[config.mk]
export PLATFORM = sky130hd
export DESIGN_NAME = sba_seen_map
export DESIGN_NICKNAME = d
export VERILOG_FILES = /design/src/sba_pkg.sv /design/src/sba_seen_map.sv
export SDC_FILE = /design/constraint.sdc
export NUM_CORES = 1
export LEC_CHECK = 0
export BUFFER_PORTS_ARGS = -buffer_cell sky130_fd_sc_hd__buf_2
export CAP_MARGIN = 5
export CORE_MARGIN = 3
export CORE_UTILIZATION = 40
export CTS_CLUSTER_DIAMETER = 200
export DETAILED_ROUTE_END_ITERATION = 8
export HOLD_SLACK_MARGIN = 0.03
export REMOVE_ABC_BUFFERS = 1
export SYNTH_ARGS = -nofsm -noshare
export SYNTH_HDL_FRONTEND = slang
export SYNTH_SLANG_ARGS = --single-unit
[constraint.sdc]
create_clock -name clk -period 2.05 [get_ports clk]
set_input_delay 0.205 -clock clk [delete_from_list [all_inputs] [get_ports clk]]
set_output_delay 0.205 -clock clk [all_outputs]
set_load 0.005 [all_outputs]
[src/sba_pkg.sv]
// Shared types and constants for the sparse block admissibility block.
// Command and result payloads, action and configuration codes, default sizes.
// No dependencies.
package sba_pkg;

  localparam int MAX_DIM_DEF     = 1024;
  localparam int MAX_ENTRIES_DEF = 8192;

  localparam logic [1:0] ACT_LOAD_ROW = 2'd0;
  localparam logic [1:0] ACT_LOAD_COL = 2'd1;
  localparam logic [1:0] ACT_QUERY    = 2'd2;

  localparam logic CFG_MAX_RANK = 1'b0;
  localparam logic CFG_EST_MODE = 1'b1;

  localparam logic [10:0] MAX_RANK_RESET = 11'd32;
  localparam logic [13:0] EST_MAX        = 14'h3FFF;

  typedef struct packed {
    logic [1:0]  action;
    logic [12:0] load_addr;
    logic [13:0] load_value;
    logic [9:0]  row_start;
    logic [10:0] row_count;
    logic [9:0]  col_start;
    logic [10:0] col_count;
    logic        same_cluster;
  } cmd_t;

  typedef struct packed {
    logic        admissible;
    logic [13:0] rank_estimate;
    logic        range_error;
  } result_t;

endpackage

[src/sba_seen_map.sv]
// Column occupancy bitmap for the current query window.
// Single address port; a write and the registered read of the same entry share it.
// Depends on sba_pkg for the default size.
module sba_seen_map
  import sba_pkg::*;
#(
  parameter int  MAX_DIM = MAX_DIM_DEF,
  localparam int DW = $clog2(MAX_DIM)
) (
  input  logic          clk,
  input  logic [DW-1:0] addr,
  input  logic          we,
  input  logic          wdata,
  output logic          rdata
);

  logic map_mem [MAX_DIM];

  // The read returns the value held before any write in the same cycle.
  always_ff @(posedge clk) begin
    if (we) begin
      map_mem[addr] <= wdata;
    end
    rdata <= map_mem[addr];
  end

endmodule

; Word-level counts from Yosys, hierarchy flattened
; Memory sizes are Yosys's and may differ from the RTL's. A register that Yosys moved wholly into a read port is not among the register bits.
; Cells that the tools add are included.
[word_totals]
wordCells = 3
ram_bits = 1024
out_inout_bits = 1
mem_count = 1
regBits = 0
[mem_list]
columns = memory, words, width, rd, rd_ports_with_merged_regs, wr, line
row1 = map_mem, 1024, 1, 1, 1, 1, sba_seen_map.sv:17  ; logic map_mem [MAX_DIM];
[classes]
n_mux = 2
[op_table]
columns = operator, n
row1 = 2-to-1 mux 1 bit, 2

; Longest topological paths before layout
; Gate-level depths: netlist of the first run.
[logic_depth]
ltp_word = 2
mapped_depth = 12
ltp_nobuf = 8

; Worst setup path after synthesis of the first run
; No wires, ideal clock.
[synth_timing]
path_kind = in2reg
startpoint = input port addr[1]
endpoint = memory map_mem[875] (enable)
path_stages = 9
setup_slack_ns = -0.033
setup_ns = 0.300
arrival_time_ns = 1.784
required_ns = 1.750
path_buffers = 6
path_cell_list = buf_2 -> buf_2 -> buf_2 -> buf_2 -> and3_1 -> buf_2 -> nand2_1 -> clkbuf_1 -> nor2_1
[synth_lines]
columns = item, line
row1 = start: declaration, sba_seen_map.sv:11  ; input logic [DW-1:0] addr,
row2 = end: declaration, sba_seen_map.sv:17
; Straight into the memory's write port.

==> results of run 1 <==
## flip-flops by register name (all words and copies together) (netlist names)
signal   count
rdata        1
map_mem   1024
## layout make-up
class	instances	area (um^2)	share of cell area
diodes	1	2.50	0.0000468
clock buffers	120	2750	0.0514
clock inverters	79	748	0.0140
inverters	3	11.3	0.000211
multi-input cells	2022	12400	0.231
flip-flops and latches	1025	30800	0.576
well taps	1476	1850	0.0346
repair buffers	441	4940	0.0925
## worst max-delay path by stage
| stage | slack [ps] | depth (start not counted) | start | end |
|---|---|---|---|---|
| 6_report | -280 | 13 | addr[1] | rdata$_DFF_P_ |
| 5_1_grt | -310 | 8 | map_mem[922]$_DFFE_PP_ | rdata$_DFF_P_ |
| 4_1_cts | -220 | 8 | map_mem[806]$_DFFE_PP_ | rdata$_DFF_P_ |
| 3_5_place_dp | -880 | 12 | addr[1] | rdata$_DFF_P_ |
| 3_3_place_gp | -910 | 12 | addr[1] | rdata$_DFF_P_ |
| 2_1_floorplan | -160 | 8 | addr[4] | rdata$_DFF_P_ |
## cells in the final DEF, fill, tap and decap left out, types with 4 or more instances in the layout
master / instances
buf_12: 131
nand4_1: 4
nor4_1: 41
o211ai_1: 10
mux2i_1: 449
nor3_1: 18
buf_4: 297
clkbuf_16: 108
and3_1: 6
a211oi_1: 8
mux2i_2: 6
nand2_2: 32
o21ai_0: 8
edfxtp_1: 1024
nand3_1: 15
o2111ai_1: 9
mux4_2: 32
buf_2: 10
nand2_1: 50
clkinv_1: 32
clkinv_2: 23
o22ai_1: 198
nor2_1: 1078
or4b_2: 4
clkbuf_1: 12
and3b_1: 4
nor3b_1: 6
bufinv_16: 13
nand3b_1: 5
## power by group through the flow
stage / logic (W) / registers (W) / clock network (W)
floorplan: 0.000791 / 0.0235 / 0
global placement: 0.00257 / 0.0235 / 0
detailed placement: 0.00259 / 0.0235 / 0
CTS: 0.00260 / 0.0231 / 0.0197
global route: 0.00276 / 0.0231 / 0.0205
finish: 0.00264 / 0.0231 / 0.0195
## synth_stat cells (all sizes together)
library cell  number
nand3b             5
nor3b              6
o22ai            198
or3                1
o21ai              8
nand2             82
buf              144
or3b               2
o211ai            10
nor2            1080
nand2b             1
clkbuf           175
dfxtp              1
o31ai              4
or4b               4
inv                2
mux4              32
and2               3
a211oi             9
nand3             15
o2111ai           11
nor4              44
nand4              4
mux2i            456
nand4b             4
nor3              18
or4                1
o41ai              1
edfxtp          1024
and3b              4
nand4bb            6
and3               6
or2                1
o22a               2
clkinv             1
a21oi              4
## kinds of logic after synthesis
| logic type | Yosys count | synth area share |
|---|---|---|
| buffers and inverters | 322 | 0.0331 |
| flip-flops | 1025 | 0.694 |
| AO/OA/AOI/OAI | 247 | 0.0361 |
| AND/OR/NAND/NOR | 1287 | 0.118 |
| multiplexers | 488 | 0.119 |
## critical path, stage by stage
cell and delay [ps]:
buf_8 220, buf_12 220, buf_12 210, buf_4 290, mux2i_1 260, o22ai_1 110
nor4_1 470, buf_4 190, nand3_1 60, nand3_1 170, o211ai_1 210, o41ai_4 110
nand3_1 130
## metal layers
metal  GRT usage  wire length, um  up-vias
met2       0.375            63500     1449
met4      0.0769             4950        4
met1       0.327            55900    14964
li1            -                -    12698
met5           0               21        -
met3      0.0373            12500      270
## what timing repair did
item | CTS | global route
hold buffers | 1 | 0
pin swaps | 1 | 8
endpoints found under the hold margin | 39 | 0
gates resized for setup | 7 | 15
setup endpoints to repair | 1 | 1
## stage by stage
stage | util | hold slack [ps] | instances | instance area, um^2 | power [W]
finish | 0.488 | 86.7 | 5167 | 53400 | 0.0452
global route | 0.488 | 84.9 | 5166 | 53400 | 0.0463
detailed placement | 0.455 | 674 | 4966 | 49800 | 0.0261
global placement | 0.455 | 678 | 4966 | 49800 | 0.0261
floorplan | - | 304 | 3050 | 42900 | 0.0243
CTS | 0.487 | 51.2 | 5166 | 53400 | 0.0454
==> impl_metrics.toml, run 1 <==
[routing]
vias_per_cell = 5.69
first_pass_iters = 6
num_vias = 29385
ant_nets = 0
drt_wl_total_mm = 137
wl_per_cell_um = 26.5
first_iter_violations = 3652
drc = 0

[pwr]
intPower_w = 0.0353
p_seq_frac = 0.510
p_sw_w = 0.00985
ir_worst_vdd_uv = 821
p_per_area_nw_per_um2 = 846
power_leakage_nw = 17.9
netSwitchingFraction = 0.218
comb_power_share = 0.059
power.share.clock = 0.431

[final_layout]
fin_nets = 3612
area_growth_pct = 20.5
layout-drive-gt1-share = 0.189
nFillCells = 9482

[sta]
setup_viol = 1
period_share = 1.14
finalHoldViolations = 0
tns_ps = -279
report.final.slew_viol_count = 0
rsz0062_at_grt = "yes"
setup_slack_ps = -279
skew_ps = 30.7
max_slew_margin = 0.490
worst_pin_slew_ps = 765
timing.fmax_mhz = 429
min_period_ps = 2330

[yosys]
syn_area_um2 = 44300
syn_inst = 3369
netlist.area_leader.share = 0.694
yosys_warnings = 0
synth_cell_types = 40
synth_area_leaders = "edfxtp_1 69%, mux2i_1 10%, nor2_1 9.1%"
ys_seq_elements = 1025
syn_area_per_cell_um2 = 13.2
yosysSeqAreaShare = 0.694
synth_top_area_cell = "edfxtp_1"

[clock_tree]
cts_buffer_depth = 3
clk_pin_slew_ps = 60
cts_buffers = 106
cts_sinks = 1025
h-tree-depth = 3
post_cts_buffers = 0
cts_tree = "built"
clock_latency_ps = 700
clockRootBuffer = "clkbuf_16"

[floorplanning]
num_rows = 121
io_pins = 14
die_area_um2 = 115000
die_h_um = 339
core_um2 = 109000
initial_core_util = 0.405
dieWidth_um = 339

[setup_path]
cp-end-kind = "flip-flop"
required_ps = 2620
r2r_slack_ps = -250
r2r_end = "rdata$_DFF_P_"
cp_max_fo = 16
worst-setup-path-type = "primary input to flip-flop"
r2r-start = "map_mem[922]$_DFFE_PP_"
worst_r2r_path_depth = 8
critPathArrivalTime_ps = 2900
critPathLaunchType = "primary input"

[global_routing]
antenna_found_initial = 4
first_global_vias = 28443
grt.total_usage = 0.234
grt_max_degree = 100
grt_pass1_wl_mm = 197
overflow = 0

[flow_run]
cap_violations = 0

[hold_path]
min_path_type = "primary input to flip-flop"
min_path_cells = 4
hold_start = "addr[6]"
min_to = "rdata$_DFF_P_"

[placement]
place_ws_ps = -885
gp_congestion = 0.860
io_buffers = 13
place_hpwl_mm = 85.1

[run_status]
violations = "negative setup slack"
status = "finished with violations"
No activity file was read; power rests on OpenSTA's default activity.
==> inputs of run 2 (changes only) <==
--- a/config.mk
+++ b/config.mk
@@ -7,6 +7,7 @@
 export LEC_CHECK = 0
 export BUFFER_PORTS_ARGS = -buffer_cell sky130_fd_sc_hd__buf_2
 export CAP_MARGIN = 5
+export CORE_ASPECT_RATIO = 0.6
 export CORE_MARGIN = 3
 export CORE_UTILIZATION = 40
 export CTS_CLUSTER_DIAMETER = 200
==> impl_metrics.toml, run 2 (same netlist as run 1, synthesis figures left out) <==
[final_layout]
layout_commonest_cell = "nor2_1"
nFillCells = 9475
largest_register = "map_mem"
area_growth_pct = 20.2
fin_nets = 3633
fin_area_um2 = 53300
layout_common_cells = "1,079 x nor2_1, 1,024 x edfxtp_1, 453 x mux2i_1"
seqCellArea_um2 = 30800
multi_input_area_um2 = 12400
layout-drive-gt1-share = 0.192
largest_register_ffs = 1024
top_regs = "map_mem (1024), rdata (1)"

[sta]
rsz0062_at_grt = "yes"
report.final.slew_viol_count = 0
setup_viol = 1
worst_pin_slew_ps = 704
timing.fmax_mhz = 418
finalHoldViolations = 0
min_period_ps = 2390
setup_slack_ps = -340
skew_ps = 19.7
period_share = 1.17
max_slew_margin = 0.531

[routing]
first_iter_violations = 4397
wl_per_cell_um = 27.7
drt_wl_total_mm = 143
num_vias = 29807
first_pass_iters = 5
ant_nets = 0
vias_per_cell = 5.76
drc = 0

[global_routing]
antenna_found_initial = 6
grt_max_degree = 85
grt.total_usage = 0.243
overflow = 0
first_global_vias = 27316
grt_pass1_wl_mm = 202

[pwr]
power_leakage_nw = 17.9
p_per_area_nw_per_um2 = 805
ir_worst_vdd_uv = 645
fin_total_pwr_w = 0.0429

[setup_path]
cp-end-kind = "flip-flop"
slowest_delay_ps = 450
r2r_slack_ps = -340
r2r_end = "rdata$_DFF_P_"
r2r-start = "map_mem[431]$_DFFE_PP_"
critPathArrivalTime_ps = 2950
crit_top_cell = "nand3_1"
timing.critical_path.buf_inv = 0
worst-setup-path-type = "flip-flop to flip-flop"
slowest_stage = "nor4_1"
path_cells = "mux2i_1 > o22ai_1 > nor4_1 > nand3_1 > o2111ai_1 > o211ai_1 > a211oi_2 > nand3_1"
cp_max_fo = 1
crit_family = "simple AND/OR/NAND/NOR gates"
critPathLaunchType = "flip-flop"
required_ps = 2610
worst_r2r_path_depth = 8

[hold_path]
hold_start = "we"
min_path_type = "primary input to flip-flop"
min_path_cells = 4
min_to = "map_mem[776]$_DFFE_PP_"

[clock_tree]
clock_latency_ps = 700
clockRootBuffer = "clkbuf_16"
cts_tree = "built"
post_cts_buffers = 0
cts_sinks = 1025
h-tree-depth = 3
cts_buffer_depth = 3
cts_buffers = 91
clk_pin_slew_ps = 70

[floorplanning]
io_pins = 14
die_h_um = 264
initial_core_util = 0.408
die_area_um2 = 115000
core_um2 = 109000
num_rows = 93
dieWidth_um = 436

[run_status]
violations = "negative setup slack"
status = "finished with violations"

[placement]
dpl-instance-area_um2 = 50300
gp_congestion = 0.852
io_buffers = 13
place_hpwl_mm = 89.6

[flow_run]
cap_violations = 0
==> run 2: worst max-delay path by stage <==
stage                                      start  cells after the start  slack (ps)       endpoint
final                     map_mem[431]$_DFFE_PP_                      8        -340  rdata$_DFF_P_
after global routing       map_mem[66]$_DFFE_PP_                     10        -360  rdata$_DFF_P_
after CTS                 map_mem[959]$_DFFE_PP_                      9        -210  rdata$_DFF_P_
after detailed placement                 addr[0]                     12       -1070  rdata$_DFF_P_
after global placement                   addr[0]                     12       -1110  rdata$_DFF_P_
after floorplan                          addr[4]                      8        -160  rdata$_DFF_P_
==> run 2: final cells by class <==
| class | count | area share |
|---|---|---|
| antenna | 2 | 0.0000939 |
| clock buffer | 109 | 0.0448 |
| clock inverter | 62 | 0.00904 |
| inverter | 3 | 0.000211 |
| multi-input combinational | 2022 | 0.232 |
| sequential | 1025 | 0.577 |
| tap | 1472 | 0.0346 |
| timing repair buffer | 477 | 0.102 |
==> run 2: through the flow <==
| step | util | std cells | setup TNS [ps] | hold slack [ps] | worst slack (ps) |
|---|---|---|---|---|---|
| floorplan | - | 3050 | -155 | 304 | -155 |
| global route | 0.491 | 5170 | -355 | 207 | -355 |
| CTS | 0.490 | 5170 | -207 | 164 | -207 |
| finish | 0.491 | 5172 | -340 | 221 | -340 |
| detailed placement | 0.463 | 4997 | -276360 | 656 | -1070 |
| global placement | 0.463 | 4997 | -257930 | 655 | -1110 |
==> run 2: repair_timing <==
item	CTS	global route
endpoints found under the setup margin	1	1
hold endpoints to repair	18	0
resized for setup	10	10
hold buffers	2	0
pin swaps	5	0
==> run 2: worst register-to-register path: stages (launching register included) <==
cell	delay (ps)
edfxtp_1	350
mux2i_1	240
o22ai_1	120
nor4_1	450
nand3_1	340
o2111ai_1	160
o211ai_1	220
a211oi_2	260
nand3_1	100
==> run 2: per-layer routing <==
layer,track usage,vias up,share of wire
li1,-,12735,-
met1,0.377,15164,0.44
met2,0.330,1709,0.41
met3,0.0722,199,0.13
met4,0.0600,0,0.024
met5,0,-,0
==> run 2: where the power goes <==
| part | internal, W | switching [W] |
|---|---|---|
| Sequential | 0.0230 | 0.00000682 |
| Clock | 0.00911 | 0.00794 |
| Combinational | 0.00109 | 0.00169 |
