===== config.mk =====
export PLATFORM = sky130hd
export DESIGN_NAME = sba_walker
export DESIGN_NICKNAME = d
export VERILOG_FILES = /design/src/sba_pkg.sv /design/src/sba_walker.sv
export SDC_FILE = /design/constraint.sdc
export NUM_CORES = 1
export LEC_CHECK = 0
export BUFFER_PORTS_ARGS = -buffer_cell sky130_fd_sc_hd__buf_4
export CAP_MARGIN = 10
export CORE_ASPECT_RATIO = 0.7
export CORE_MARGIN = 8
export CORE_UTILIZATION = 64
export CTS_BUF_LIST = sky130_fd_sc_hd__clkbuf_4 sky130_fd_sc_hd__clkbuf_8
export CTS_CLUSTER_SIZE = 16
export DETAILED_ROUTE_END_ITERATION = 8
export PLACE_DENSITY = 0.84
export SLEW_MARGIN = 25
export SYNTH_ARGS = -nofsm -noshare
export SYNTH_HDL_FRONTEND = slang
export SYNTH_SLANG_ARGS = --single-unit

===== constraint.sdc =====
create_clock -name clk -period 9.68 [get_ports clk]
set_clock_uncertainty 0.1 [all_clocks]
set_input_delay 1.452 -clock clk [delete_from_list [all_inputs] [get_ports clk]]
set_output_delay 1.452 -clock clk [all_outputs]
set_load 0.1 [all_outputs]

===== src/sba_pkg.sv =====
// Shared types and constants for the sparse block admissibility block.
// Command and result payloads, action and configuration codes, default sizes.
// No dependencies.
package sba_pkg;

  localparam int MAX_DIM_DEF     = 1024;
  localparam int MAX_ENTRIES_DEF = 8192;

  localparam logic [1:0] ACT_LOAD_ROW = 2'd0;
  localparam logic [1:0] ACT_LOAD_COL = 2'd1;
  localparam logic [1:0] ACT_QUERY    = 2'd2;

  localparam logic CFG_MAX_RANK = 1'b0;
  localparam logic CFG_EST_MODE = 1'b1;

  localparam logic [10:0] MAX_RANK_RESET = 11'd32;
  localparam logic [13:0] EST_MAX        = 14'h3FFF;

  typedef struct packed {
    logic [1:0]  action;
    logic [12:0] load_addr;
    logic [13:0] load_value;
    logic [9:0]  row_start;
    logic [10:0] row_count;
    logic [9:0]  col_start;
    logic [10:0] col_count;
    logic        same_cluster;
  } cmd_t;

  typedef struct packed {
    logic        admissible;
    logic [13:0] rank_estimate;
    logic        range_error;
  } result_t;

endpackage


===== src/sba_walker.sv =====
// Query sequencer: walks the row window through the CSR memories, marks columns,
// sweeps and clears the column map, then forms the estimate and the bound test.
// Depends on sba_pkg for the command and result types.
module sba_walker
  import sba_pkg::*;
#(
  parameter int  MAX_DIM     = MAX_DIM_DEF,
  parameter int  MAX_ENTRIES = MAX_ENTRIES_DEF,
  localparam int DW  = $clog2(MAX_DIM),
  localparam int DCW = $clog2(MAX_DIM + 1),
  localparam int EW  = $clog2(MAX_ENTRIES),
  localparam int ECW = $clog2(MAX_ENTRIES + 1)
) (
  input  logic           clk,
  input  logic           rst,
  input  logic           start,
  input  cmd_t           cmd,
  output logic           busy,
  output logic           done,
  output result_t        result,
  input  logic [10:0]    max_rank,
  input  logic           estimate_mode,
  output logic [DCW-1:0] rp_raddr,
  input  logic [ECW-1:0] rp_rdata,
  output logic [EW-1:0]  ci_raddr,
  input  logic [DW-1:0]  ci_rdata,
  output logic [DW-1:0]  map_addr,
  output logic           map_we,
  output logic           map_wdata,
  input  logic           map_rdata
);

  typedef enum logic [8:0] {
    S_CLEAR = 9'b000000001,
    S_IDLE  = 9'b000000010,
    S_PTR_A = 9'b000000100,
    S_PTR_B = 9'b000001000,
    S_WALK  = 9'b000010000,
    S_SWEEP = 9'b000100000,
    S_EST   = 9'b001000000,
    S_MUL   = 9'b010000000,
    S_CMP   = 9'b100000000
  } state_t;

  state_t         state;
  logic [DCW-1:0] row_addr;
  logic [DCW-1:0] rows_left;
  logic [ECW-1:0] k;
  logic [ECW-1:0] cur_end;
  logic           pend;
  logic           hit;
  logic [13:0]    entry_count;
  logic [DCW-1:0] nz_rows;
  logic [DCW-1:0] sw_addr;
  logic           sw_pend;
  logic [DCW-1:0] col_rank;
  logic [9:0]     cs_q;
  logic [10:0]    col_end_q;
  logic [10:0]    cc_q;
  logic [21:0]    p_q;
  logic [12:0]    d_q;
  logic [13:0]    est;
  logic [27:0]    prod;

  logic           query;
  logic           win_err;
  logic [11:0]    dim_sum;
  logic           below;
  logic           above;
  logic           in_win;
  logic           stop;
  logic           issue;
  logic           sw_more;
  logic [DW-1:0]  mark_addr;
  logic [14:0]    est_inc;
  logic [DCW-1:0] min_rank;

  assign busy  = (state != S_IDLE);
  assign query = start && !busy && (cmd.action == ACT_QUERY);

  assign win_err = (32'(cmd.row_start) + 32'(cmd.row_count) > 32'(MAX_DIM)) ||
                   (32'(cmd.col_start) + 32'(cmd.col_count) > 32'(MAX_DIM));
  assign dim_sum = {1'b0, cmd.row_count} + {1'b0, cmd.col_count};

  // Entry walk: one column index read in flight, judged the cycle after issue.
  assign below     = 32'(ci_rdata) < 32'(cs_q);
  assign above     = 32'(ci_rdata) >= 32'(col_end_q);
  assign in_win    = pend && !below && !above;
  assign stop      = pend && above;
  assign issue     = !stop && (k < cur_end) && (32'(k) < 32'(MAX_ENTRIES));
  assign mark_addr = DW'(32'(ci_rdata) - 32'(cs_q));
  assign sw_more   = 32'(sw_addr) < 32'(cc_q);

  assign rp_raddr = (state == S_IDLE) ? DCW'(cmd.row_start) : row_addr;
  assign ci_raddr = k[EW-1:0];

  assign est_inc  = {1'b0, est} + 15'd1;
  assign min_rank = (nz_rows < col_rank) ? nz_rows : col_rank;

  always_comb begin
    map_addr  = sw_addr[DW-1:0];
    map_we    = 1'b0;
    map_wdata = 1'b0;
    case (state)
      S_CLEAR: begin
        map_we = 1'b1;
      end
      S_SWEEP: begin
        map_we = sw_more;
      end
      S_WALK: begin
        map_addr  = mark_addr;
        map_we    = in_win;
        map_wdata = 1'b1;
      end
      default: begin
        map_we = 1'b0;
      end
    endcase
  end

  always_ff @(posedge clk) begin
    if (rst) begin
      state   <= S_CLEAR;
      done    <= 1'b0;
      sw_addr <= '0;
      sw_pend <= 1'b0;
      pend    <= 1'b0;
    end else begin
      done <= 1'b0;
      case (state)
        S_CLEAR: begin
          if (sw_addr == DCW'(MAX_DIM - 1)) begin
            state <= S_IDLE;
          end
          sw_addr <= sw_addr + DCW'(1);
        end
        S_IDLE: begin
          if (query) begin
            if (win_err || cmd.same_cluster) begin
              done                 <= 1'b1;
              result.admissible    <= 1'b0;
              result.rank_estimate <= '0;
              result.range_error   <= win_err;
            end else begin
              row_addr    <= DCW'(32'(cmd.row_start) + 1);
              rows_left   <= DCW'(cmd.row_count);
              cs_q        <= cmd.col_start;
              col_end_q   <= {1'b0, cmd.col_start} + cmd.col_count;
              cc_q        <= cmd.col_count;
              p_q         <= 22'(cmd.row_count) * 22'(cmd.col_count);
              d_q         <= {dim_sum, 1'b0};
              entry_count <= '0;
              nz_rows     <= '0;
              col_rank    <= '0;
              sw_addr     <= '0;
              sw_pend     <= 1'b0;
              state       <= (cmd.row_count == '0) ? S_SWEEP : S_PTR_A;
            end
          end
        end
        S_PTR_A: begin
          k        <= rp_rdata;
          row_addr <= row_addr + DCW'(1);
          state    <= S_PTR_B;
        end
        S_PTR_B: begin
          cur_end <= rp_rdata;
          pend    <= 1'b0;
          hit     <= 1'b0;
          state   <= S_WALK;
        end
        S_WALK: begin
          if (in_win) begin
            hit <= 1'b1;
            if (entry_count != EST_MAX) begin
              entry_count <= entry_count + 14'd1;
            end
          end
          if (issue) begin
            k    <= k + ECW'(1);
            pend <= 1'b1;
          end else begin
            // Row finished: the next row starts where this one was meant to end.
            pend      <= 1'b0;
            nz_rows   <= nz_rows + DCW'(hit || in_win);
            rows_left <= rows_left - DCW'(1);
            if (rows_left == DCW'(1)) begin
              state <= S_SWEEP;
            end else begin
              k        <= cur_end;
              row_addr <= row_addr + DCW'(1);
              state    <= S_PTR_B;
            end
          end
        end
        S_SWEEP: begin
          if (sw_pend) begin
            col_rank <= col_rank + DCW'(map_rdata);
          end
          if (sw_more) begin
            sw_addr <= sw_addr + DCW'(1);
            sw_pend <= 1'b1;
          end else begin
            sw_pend <= 1'b0;
            if (!sw_pend) begin
              state <= S_EST;
            end
          end
        end
        S_EST: begin
          est   <= estimate_mode ? 14'(min_rank) : entry_count;
          state <= S_MUL;
        end
        S_MUL: begin
          // est < floor(P / D) holds exactly when (est + 1) * D <= P.
          prod  <= 28'(est_inc) * 28'(d_q);
          state <= S_CMP;
        end
        S_CMP: begin
          done                 <= 1'b1;
          result.admissible    <= (d_q != '0) && (prod <= 28'(p_q)) &&
                                  (est <= 14'(max_rank));
          result.rank_estimate <= est;
          result.range_error   <= 1'b0;
          state                <= S_IDLE;
        end
        default: begin
          state <= S_IDLE;
        end
      endcase
    end
  end

endmodule


=== After elaboration in Yosys (flattened, before gate mapping) ===
Cells that the tools add are included.

* Output and inout port bits: 54
* Input port bits: 112
* Bits in registers: 233
* Logic and storage cells: 172

* Equality and inequality tests: 27
* Muxes and demuxes: 54
* Bitwise logic cells: 2
* Magnitude comparators: 10
* Reductions and logical operators: 39
* Multiply operators: 2
* Add/sub/neg operators: 14

{| class="wikitable"
|+ Operator list
! cell !! count
|-
| $mux 11 || 15
|-
| $mux 14 || 6
|-
| $pmux 9 s8 || 1
|-
| $pmux 11 s2 || 3
|-
| $pmux 11 s3 || 2
|-
| $pmux 14 s2 || 2
|-
| $mux 9 || 6
|-
| $mux 16 || 2
|-
| $pmux 16 s2 || 1
|-
| $add 14x1->14 const B || 2
|-
| $le 28x22->1 || 1
|-
| $mul 15x12->27 || 1
|-
| $add 10x11->12 || 2
|-
| $gt 12x11->1 const B || 2
|-
| $add 11x1->11 || 2
|-
| $add 11x1->11 const B || 2
|-
| $lt 11x11->1 || 2
|-
| $mul 11x11->22 || 1
|-
| $ne 2x2->1 const B || 11
|-
| $reduce_and 6->1 || 3
|-
| $add 14x1->15 const B || 1
|-
| $le 14x11->1 || 1
|-
| $lt 14x14->1 || 1
|-
| $lt 14x14->1 const B || 1
|-
| 40 further kinds || 77
|}

=== Longest topological paths before layout ===
Gate-level depths: netlist of the first run.

* Depth in word-level cells: 8
* Mapped depth: 26
* Depth with buffers taken out: 25

=== Worst setup path before layout of the first run ===
No wires, ideal clock.

* Path type: input to register
* Start point: input cmd[1] (netlist name)
* End point: register cc_q[0] (enable)
* Data required time: 9.090 ns
* Arrival: 6.841 ns
* Path slack: 2.248 ns
* Setup time: 0.490 ns
* Buffers on the path: 0
* Stages on the path: 12
* Cells stage by stage: ha_1 fa_1 a21o_1 a211o_1 a211o_1 a31oi_2 xnor2_1 or4_1 a2bb2oi_2 and2b_2 nand4_1 nor2_1

* Longest elaborated chain between the ends: 6

{| class="wikitable"
|+ RTL lines
! what !! line !! source
|-
| start: declaration || sba_walker.sv:17 || <nowiki>input cmd_t cmd,</nowiki>
|-
| $add 10x11->12 || sba_walker.sv:82 || <nowiki>(32'(cmd.col_start) + 32'(cmd.col_count) > 32'(MAX_DIM));</nowiki>
|-
| $gt 12x11->1 || sba_walker.sv:82 ||
|-
| $logic_or 1x1->1 || sba_walker.sv:81 || <nowiki>assign win_err = (32'(cmd.row_start) + 32'(cmd.row_count) > 32'(MAX_DIM)) ||</nowiki>
|-
| $logic_or 1x1->1 || sba_walker.sv:140 || <nowiki>if (win_err || cmd.same_cluster) begin</nowiki>
|-
| $not 1->1 (no line) || n/a ||
|-
| $reduce_and 4->1 (no line) || n/a ||
|-
| end signal: assignment || sba_walker.sv:150 || <nowiki>cc_q <= cmd.col_count;</nowiki>
|-
| end: declaration || sba_walker.sv:59 || <nowiki>logic [10:0] cc_q;</nowiki>
|}

Every way passes these cells.
A chain may end at the register's enable or synchronous reset.

=== Worst setup path in the final report of the first run ===
* Start point: register est[0]
* End point: register prod[27] (data pin)

* Longest elaborated chain between the ends: 2

{| class="wikitable"
|+ RTL lines
! what !! line !! source
|-
| start: declaration || sba_walker.sv:62 || <nowiki>logic [13:0] est;</nowiki>
|-
| start signal: assignment || sba_walker.sv:212 || <nowiki>est <= estimate_mode ? 14'(min_rank) : entry_count;</nowiki>
|-
| $add 14x1->15 || sba_walker.sv:97 || <nowiki>assign est_inc = {1'b0, est} + 15'd1;</nowiki>
|-
| $mul 15x12->27 || sba_walker.sv:217 || <nowiki>prod <= 28'(est_inc) * 28'(d_q);</nowiki>
|-
| end signal: assignment || sba_walker.sv:217 ||
|-
| end: declaration || sba_walker.sv:63 || <nowiki>logic [27:0] prod;</nowiki>
|}

Every way passes these cells.

==> results.py, run 1 <==
metrics = {
    "status": {
        "status": "complete, no violations",
    },
    "floorplan": {
        "rows": 58,
        "core_area_mm2": 0.0361,
        "die_h_um": 176,
        "ios": 166,
        "dieArea_mm2": 0.0432,
        "start_util": 0.652,
        "die_w_um": 245,
    },
    "cts": {
        "cts_hold_buf": 0,
        "insertion_delay_ns": 0.58,
        "post_cts_buffers": 0,
        "cts-root-buf": "clkbuf_8",
        "h-tree-depth": 2,
        "clock_path_buffers": 3,
        "cts_tree": "yes",
        "path_clk_slew_ns": 0.06,
        "ctsResizeCount": 0,
        "cts_buffers": 39,
        "cts_sinks": 233,
    },
    "final_layout": {
        "final_cell_mix": "383 x inv_1, 286 x nand2_1, 252 x ha_1",
        "fin_nets": 3158,
        "synthToLayoutAreaGrowth_pct": 9.64,
        "drive_gt1_frac": 0.0957,
        "fill_cells": 2601,
        "final_area_mm2": 0.0258,
        "layout_commonest_cell": "inv_1",
    },
    "power_and_ir_drop": {
        "leakage_nw": 12.1,
        "p_per_area_mw_per_mm2": 131,
        "ir_worst_vdd_mv": 0.164,
    },
    "sta": {
        "setup_viol": 0,
        "slew_headroom": 0.249,
        "tightest_slew_ns": 1.12,
        "rsz0062_at_grt": "no",
        "tns_ns": 0,
        "period_share": 0.873,
        "finalMaxSlewViolations": 0,
        "fmax_mhz": 118,
        "hold_viol": 0,
        "period_needed_ns": 8.45,
    },
    "synth": {
        "ys_async_sr_fraction": 0,
        "synth.avg_cell_area_um2": 9.51,
        "ys.flop_type": "edfxtp_1",
        "synthDistinctLibCells": 70,
        "yosysSeqAreaShare": 0.288,
        "synth_nets": 3049,
        "syn_area_mm2": 0.0235,
        "netlist_instances": 2471,
        "synth_edf_count": 210,
        "yosys_warnings": 0,
        "ys_ff_latch": 233,
    },
    "critical_path": {
        "cp_max_fo": 14,
        "worstPathArrival_ns": 8.67,
        "path_class": "reg -> reg",
        "path_buf_inv": 3,
        "required_ns": 9.90,
        "cp_cell_sequence": "ha_1, xor2_1, nand2_1, fa_1, fa_1, inv_1, fa_1, fa_1, inv_1, fa_1, inv_1, ha_1, or3_1, or4_1, o22a_1, a221oi_1, o21ai_0, o41ai_1, o21ai_0, nor2_1, a21oi_1, xnor2_1",
        "endpoint_kind": "register",
        "max_stage_delay_ns": 0.89,
        "worst_path_max_delay_cell": "xor2_1",
        "crit_family": "adder cells",
        "startpoint_type": "register",
        "path_common_cell": "fa_1",
    },
    "drt": {
        "route.vias.total": 18281,
        "dr.pass1.iters": 6,
        "routed_via_density": 5.91,
        "ant_nets": 0,
        "drc": 0,
        "avgRoutedWirePerCell_um": 18.6,
        "initialDrtViolationCount": 1618,
        "wl_um": 57500,
    },
    "run": {
        "cap_violations": 0,
    },
    "worst_hold_path": {
        "hold_class": "reg -> reg",
    },
    "placement": {
        "gp_routability_congestion": 0.923,
        "portBuffers": 138,
        "place_hpwl_um": 45000,
        "post_dp_cell_area_mm2": 0.0249,
    },
    "grt": {
        "antenna_found_initial": 3,
        "overflow": 0,
        "grt_pass1_wl_um": 94400,
        "grt_max_degree": 59,
        "track_usage": 0.267,
        "grt_pass1_vias": 19029,
    },
}
-- metal layers --
layer  vias to the layer above  global-route usage  share of wire
met3                       140              0.0542          0.095
met1                      8894               0.364           0.42
met2                       858               0.424           0.45
met5                         -                   0              0
met4                         0              0.0932          0.035
li1                       8389                   -              -
-- power by group --
| part | switching, W | total [W] | internal [W] |
|---|---|---|---|
| logic | 0.000735 | 0.00128 | 0.000549 |
| registers | 0.0000139 | 0.00117 | 0.00116 |
| clock network | 0.000450 | 0.000922 | 0.000472 |
-- flip-flops by register name, indices dropped and copies added, names as in the netlist --
| name | count |
|---|---|
| state | 9 |
| hit | 1 |
| sw_addr | 11 |
| entry_count | 14 |
| p_q | 22 |
| col_end_q | 11 |
| sw_pend | 1 |
| cc_q | 11 |
| row_addr | 11 |
| col_rank | 11 |
| cs_q | 10 |
| k | 14 |
| rows_left | 11 |
| result | 16 |
| pend | 1 |
| d_q | 12 |
| done | 1 |
| nz_rows | 11 |
| prod | 27 |
| est | 14 |
| cur_end | 14 |
-- final timing paths --
check / slack (ns) / depth (start not counted) / end / start
worst max register to register: 1.23 / 22 / prod[27] / est[0]
worst max-delay path: 1.23 / 22 / prod[27] / est[0]
worst min register to register: 0.39 / 2 / pend / pend
worst min-delay path: 0.39 / 2 / pend / pend
-- Yosys cell counts, drive strengths merged, types with 31 or more instances --
| cell | count | area share |
|---|---|---|
| inv | 383 | 0.061 |
| ha | 252 | 0.13 |
| o21ai | 90 | 0.019 |
| a21oi | 93 | 0.020 |
| nor2 | 138 | 0.022 |
| nor3 | 31 | 0.0066 |
| nand3 | 52 | 0.011 |
| nand2 | 286 | 0.046 |
| nor2b | 34 | 0.0091 |
| clkbuf | 72 | 0.012 |
| xor2 | 46 | 0.017 |
| fa | 214 | 0.18 |
| a21o | 40 | 0.013 |
| and2 | 141 | 0.038 |
| xnor2 | 84 | 0.031 |
| edfxtp | 210 | 0.27 |
-- final cells by class --
cell class | count | area (um2) | share of cell area
diodes | 3 | 7.51 | 0.000291
repair buffers | 158 | 1200 | 0.0465
inverters | 383 | 1440 | 0.0558
clock buffers | 45 | 594 | 0.0231
well taps | 480 | 601 | 0.0233
clock inverters | 27 | 204 | 0.00792
multi-input cells | 1765 | 15000 | 0.580
flip-flops and latches | 233 | 6770 | 0.263
-- cells by family (layout without fill, tap and decap cells) --
kind of cell	count (synthesis)	count (layout)	synth area share
compound gates	344	344	0.0940
buf+inv	473	613	0.0779
simple gates	803	803	0.166
other cells	0	3	0
xor+xnor	130	130	0.0485
flops	233	233	0.288
mux	22	22	0.00942
fa+ha+maj	466	466	0.316
-- worst reg2reg max path, cell delays in order (launching register included) --
cell,delay (ns)
edfxtp_1,0.73
ha_1,0.30
xor2_1,0.89
nand2_1,0.17
fa_1,0.52
fa_1,0.55
inv_1,0.06
fa_1,0.50
fa_1,0.55
inv_1,0.05
fa_1,0.53
inv_1,0.05
ha_1,0.22
or3_1,0.40
or4_1,0.42
o22a_1,0.23
a221oi_1,0.51
o21ai_0,0.32
o41ai_1,0.49
o21ai_0,0.18
nor2_1,0.18
a21oi_1,0.11
xnor2_1,0.14
-- metrics by stage --
| stage | instances | hold WS, ns | worst slack, ns | total power (W) | utilization |
|---|---|---|---|---|---|
| floorplan | 2471 | 0.361 | 2.25 | 0.00217 | - |
| global placement | 3018 | 0.379 | 1.44 | 0.00240 | 0.691 |
| detailed placement | 3018 | 0.382 | 1.20 | 0.00246 | 0.691 |
| CTS | 3090 | 0.391 | 1.17 | 0.00339 | 0.713 |
| global route | 3094 | 0.418 | 0.826 | 0.00360 | 0.714 |
| finish | 3094 | 0.393 | 1.23 | 0.00338 | 0.714 |
No activity file was read; power rests on OpenSTA's default activity.
==> run 2: changes to the inputs <==
==> config.mk (replaced) <==
export PLATFORM = sky130hd
export DESIGN_NAME = sba_walker
export DESIGN_NICKNAME = d
export VERILOG_FILES = /design/src/sba_pkg.sv /design/src/sba_walker.sv
export SDC_FILE = /design/constraint.sdc
export NUM_CORES = 1
export LEC_CHECK = 0
export ABC_AREA = 1
export CAP_MARGIN = 10
export CORE_ASPECT_RATIO = 1.25
export CORE_MARGIN = 8
export CORE_UTILIZATION = 65
export CTS_BUF_LIST = sky130_fd_sc_hd__clkbuf_4 sky130_fd_sc_hd__clkbuf_8
export CTS_CLUSTER_SIZE = 16
export DETAILED_ROUTE_END_ITERATION = 8
export DONT_BUFFER_PORTS = 1
export PLACE_DENSITY = 0.81
export SLEW_MARGIN = 25
export SYNTH_ARGS = -nofsm -noshare
export SYNTH_HDL_FRONTEND = slang
export SYNTH_SLANG_ARGS = --single-unit
==> run 2 against run 1 <==
  * Sequential power hardly changed
  * Clock power hardly changed
  * Flip-flop and latch count stayed put
  * Combinational power is 5% higher
==> results.py, run 2 <==
metrics = {
    "critical_path": {
        "worstPathArrival_ns": 7.56,
        "startpoint_type": "register",
        "r2r-start": "est[0]",
        "max_stage_delay_ns": 0.65,
        "path_common_cell": "inv_1",
        "endpoint_kind": "register",
        "cp_max_fo": 11,
        "r2r_end": "prod[23]",
        "path_class": "reg -> reg",
        "crit_end": "prod[23]",
        "r2r_cells": 30,
        "reg2reg_slack_ns": 2.33,
        "worst_path_max_delay_cell": "edfxtp_1",
        "cp-startpoint": "est[0]",
        "required_ns": 9.89,
    },
    "final_layout": {
        "utilization": 0.689,
        "reg.largest.list": "prod: 27 flops, p_q: 22 flops, result: 16 flops",
        "layout_commonest_cell": "nand2_1",
        "final_cell_mix": "654 x nand2_1, 633 x inv_1, 252 x ha_1",
        "stdcell_count": 3441,
        "largest_register_ffs": 27,
        "drive_gt1_frac": 0.0464,
        "final_area_mm2": 0.0255,
        "synthToLayoutAreaGrowth_pct": 5.26,
        "top_register": "prod",
        "fin_nets": 3503,
    },
    "synth": {
        "synth_edf_count": 210,
        "synthDistinctLibCells": 55,
        "yosysTopAreaCellShare": 0.260,
        "yosys_warnings": 0,
        "ys_async_sr_fraction": 0,
        "synthTopCellsByCount": "654 x nand2_1, 634 x inv_1, 252 x ha_1, 229 x nor2_1, 214 x fa_1",
        "synth_most_common_cell": "nand2_1",
        "syn_area_mm2": 0.0243,
        "netlist_instances": 2949,
        "synth_nets": 3527,
        "ys.flop_type": "edfxtp_1",
        "synth_top_area_cell": "edfxtp_1",
        "ys_ff_latch": 233,
        "yosysSeqAreaShare": 0.279,
        "synth.avg_cell_area_um2": 8.23,
        "synthTopCellsByArea": "edfxtp_1 26%, fa_1 18%, ha_1 13%, nand2_1 10%, inv_1 9.8%",
    },
    "sta": {
        "hold_viol": 0,
        "tightest_slew_ns": 1.10,
        "rsz0062_at_grt": "no",
        "period_needed_ns": 7.35,
        "whs_ns": 0.372,
        "finalMaxSlewViolations": 0,
        "tns_ns": 0,
        "slew_headroom": 0.264,
        "fmax_mhz": 136,
        "period_share": 0.759,
        "setup_viol": 0,
    },
    "grt": {
        "grt_pass1_vias": 20480,
        "grt_max_degree": 73,
        "track_usage": 0.276,
        "antenna_found_initial": 2,
        "overflow": 0,
        "grt_pass1_wl_um": 98800,
    },
    "placement": {
        "gp_routability_congestion": 0.939,
        "dp_cells": 3367,
        "portBuffers": 0,
        "place_hpwl_um": 46500,
        "post_dp_cell_area_mm2": 0.0247,
    },
    "floorplan": {
        "die_w_um": 189,
        "dieArea_mm2": 0.0438,
        "core_area_mm2": 0.0371,
        "die_h_um": 232,
        "rows": 79,
        "ios": 166,
        "start_util": 0.654,
    },
    "cts": {
        "cts_sinks": 233,
        "cts_tree": "yes",
        "ctsResizeCount": 0,
        "h-tree-depth": 2,
        "clock_path_buffers": 3,
        "cts-root-buf": "clkbuf_8",
        "cts_buffers": 40,
        "post_cts_buffers": 0,
        "path_clk_slew_ns": 0.07,
        "insertion_delay_ns": 0.58,
        "cts_hold_buf": 0,
    },
    "drt": {
        "routed_via_density": 5.70,
        "avgRoutedWirePerCell_um": 17.4,
        "drc": 0,
        "initialDrtViolationCount": 1485,
        "route.vias.total": 19618,
        "wl_um": 59900,
        "dr.pass1.iters": 6,
        "ant_nets": 0,
    },
    "worst_hold_path": {
        "hold_class": "reg -> reg",
        "hold_path_depth": 2,
        "hold_path_startpoint": "state[5]",
    },
    "status": {
        "status": "complete, no violations",
    },
    "power_and_ir_drop": {
        "p_int_w": 0.00214,
        "p_switching_w": 0.00133,
        "p_comb_frac": 0.387,
        "leakage_nw": 12.8,
        "pwr-share-clk": 0.265,
        "ir_worst_vdd_mv": 0.213,
        "power_frac_seq": 0.347,
        "power_switching_share": 0.383,
        "p_per_area_mw_per_mm2": 136,
    },
    "run": {
        "cap_violations": 0,
    },
}
## run 2: cell types whose count changed after synthesis, sizes merged, moves of 22 or more
| cell | change |
|---|---|
| nand2 | +372 |
| inv | +256 |
| and2 | -139 |
| nor2 | +100 |
| xnor2 | -55 |
| a21oi | +49 |
| nand3 | +41 |
| o21ai | +39 |
| a21o | -35 |
| nor2b | -34 |
| nand2b | -23 |
| and3 | -22 |
## run 2: cell type report
type	count	area (um2)
multi-input cells	1995	14800
fillers	2926	11500
clock inverters	22	165
diodes	1	2.50
well taps	486	608
clock buffers	49	624
inverters	643	2410
repair buffers	12	106
flip-flops and latches	233	6770
## run 2: power by group through the flow
| stage | logic, W | clock network (W) | registers, W |
|---|---|---|---|
| global placement | 0.00129 | 0 | 0.00122 |
| finish | 0.00134 | 0.000919 | 0.00120 |
| floorplan | 0.00103 | 0 | 0.00122 |
| detailed placement | 0.00133 | 0 | 0.00122 |
| global route | 0.00151 | 0.000968 | 0.00120 |
| CTS | 0.00134 | 0.000935 | 0.00120 |
## run 2: how the worst min path moves through the flow
stage                     to  slack, ns
finish              state[5]       0.37
global route        state[5]       0.38
CTS                 state[5]       0.37
detailed placement  state[5]       0.36
global placement    state[5]       0.35
floorplan           state[5]       0.34
## run 2: metrics by stage
| stage | total power [W] | setup WS (ns) |
|---|---|---|
| detailed placement | 0.00255 | 2.41 |
| global route | 0.00368 | 1.82 |
| CTS | 0.00347 | 2.39 |
| floorplan | 0.00225 | 1.35 |
| finish | 0.00346 | 2.33 |
| global placement | 0.00251 | 2.54 |
## run 2: critical path, delay by kind of cell, from the launching register on
| kind | cells | cell delay (ns) |
|---|---|---|
| AO/OA/AOI/OAI | 6 | 1.43 |
| AND/OR/NAND/NOR | 9 | 1.05 |
| adder cells (fa/ha/maj) | 7 | 3.18 |
| buffers and inverters | 8 | 0.65 |
| flip-flops | 1 | 0.65 |
## run 2: logic make-up (layout without fill, tap and decap cells)
kind of cell / after synthesis / after routing / share of synthesized area
buffers and inverters: 721 / 726 / 0.115
XOR/XNOR: 85 / 85 / 0.0310
adder cells (fa/ha/maj): 466 / 466 / 0.307
other: 0 / 1 / 0
multiplexers: 1 / 1 / 0.000567
flip-flops: 233 / 233 / 0.279
AND/OR/NAND/NOR: 1108 / 1108 / 0.190
AO/OA/AOI/OAI: 335 / 335 / 0.0771
## run 2: routing by layer
metal | global-route usage | wire [um] | vias up
met5 | 0 | 10 | -
met4 | 0.128 | 2550 | 2
met3 | 0.0536 | 4830 | 180
met2 | 0.481 | 29700 | 842
met1 | 0.326 | 22900 | 9319
li1 | - | - | 9275
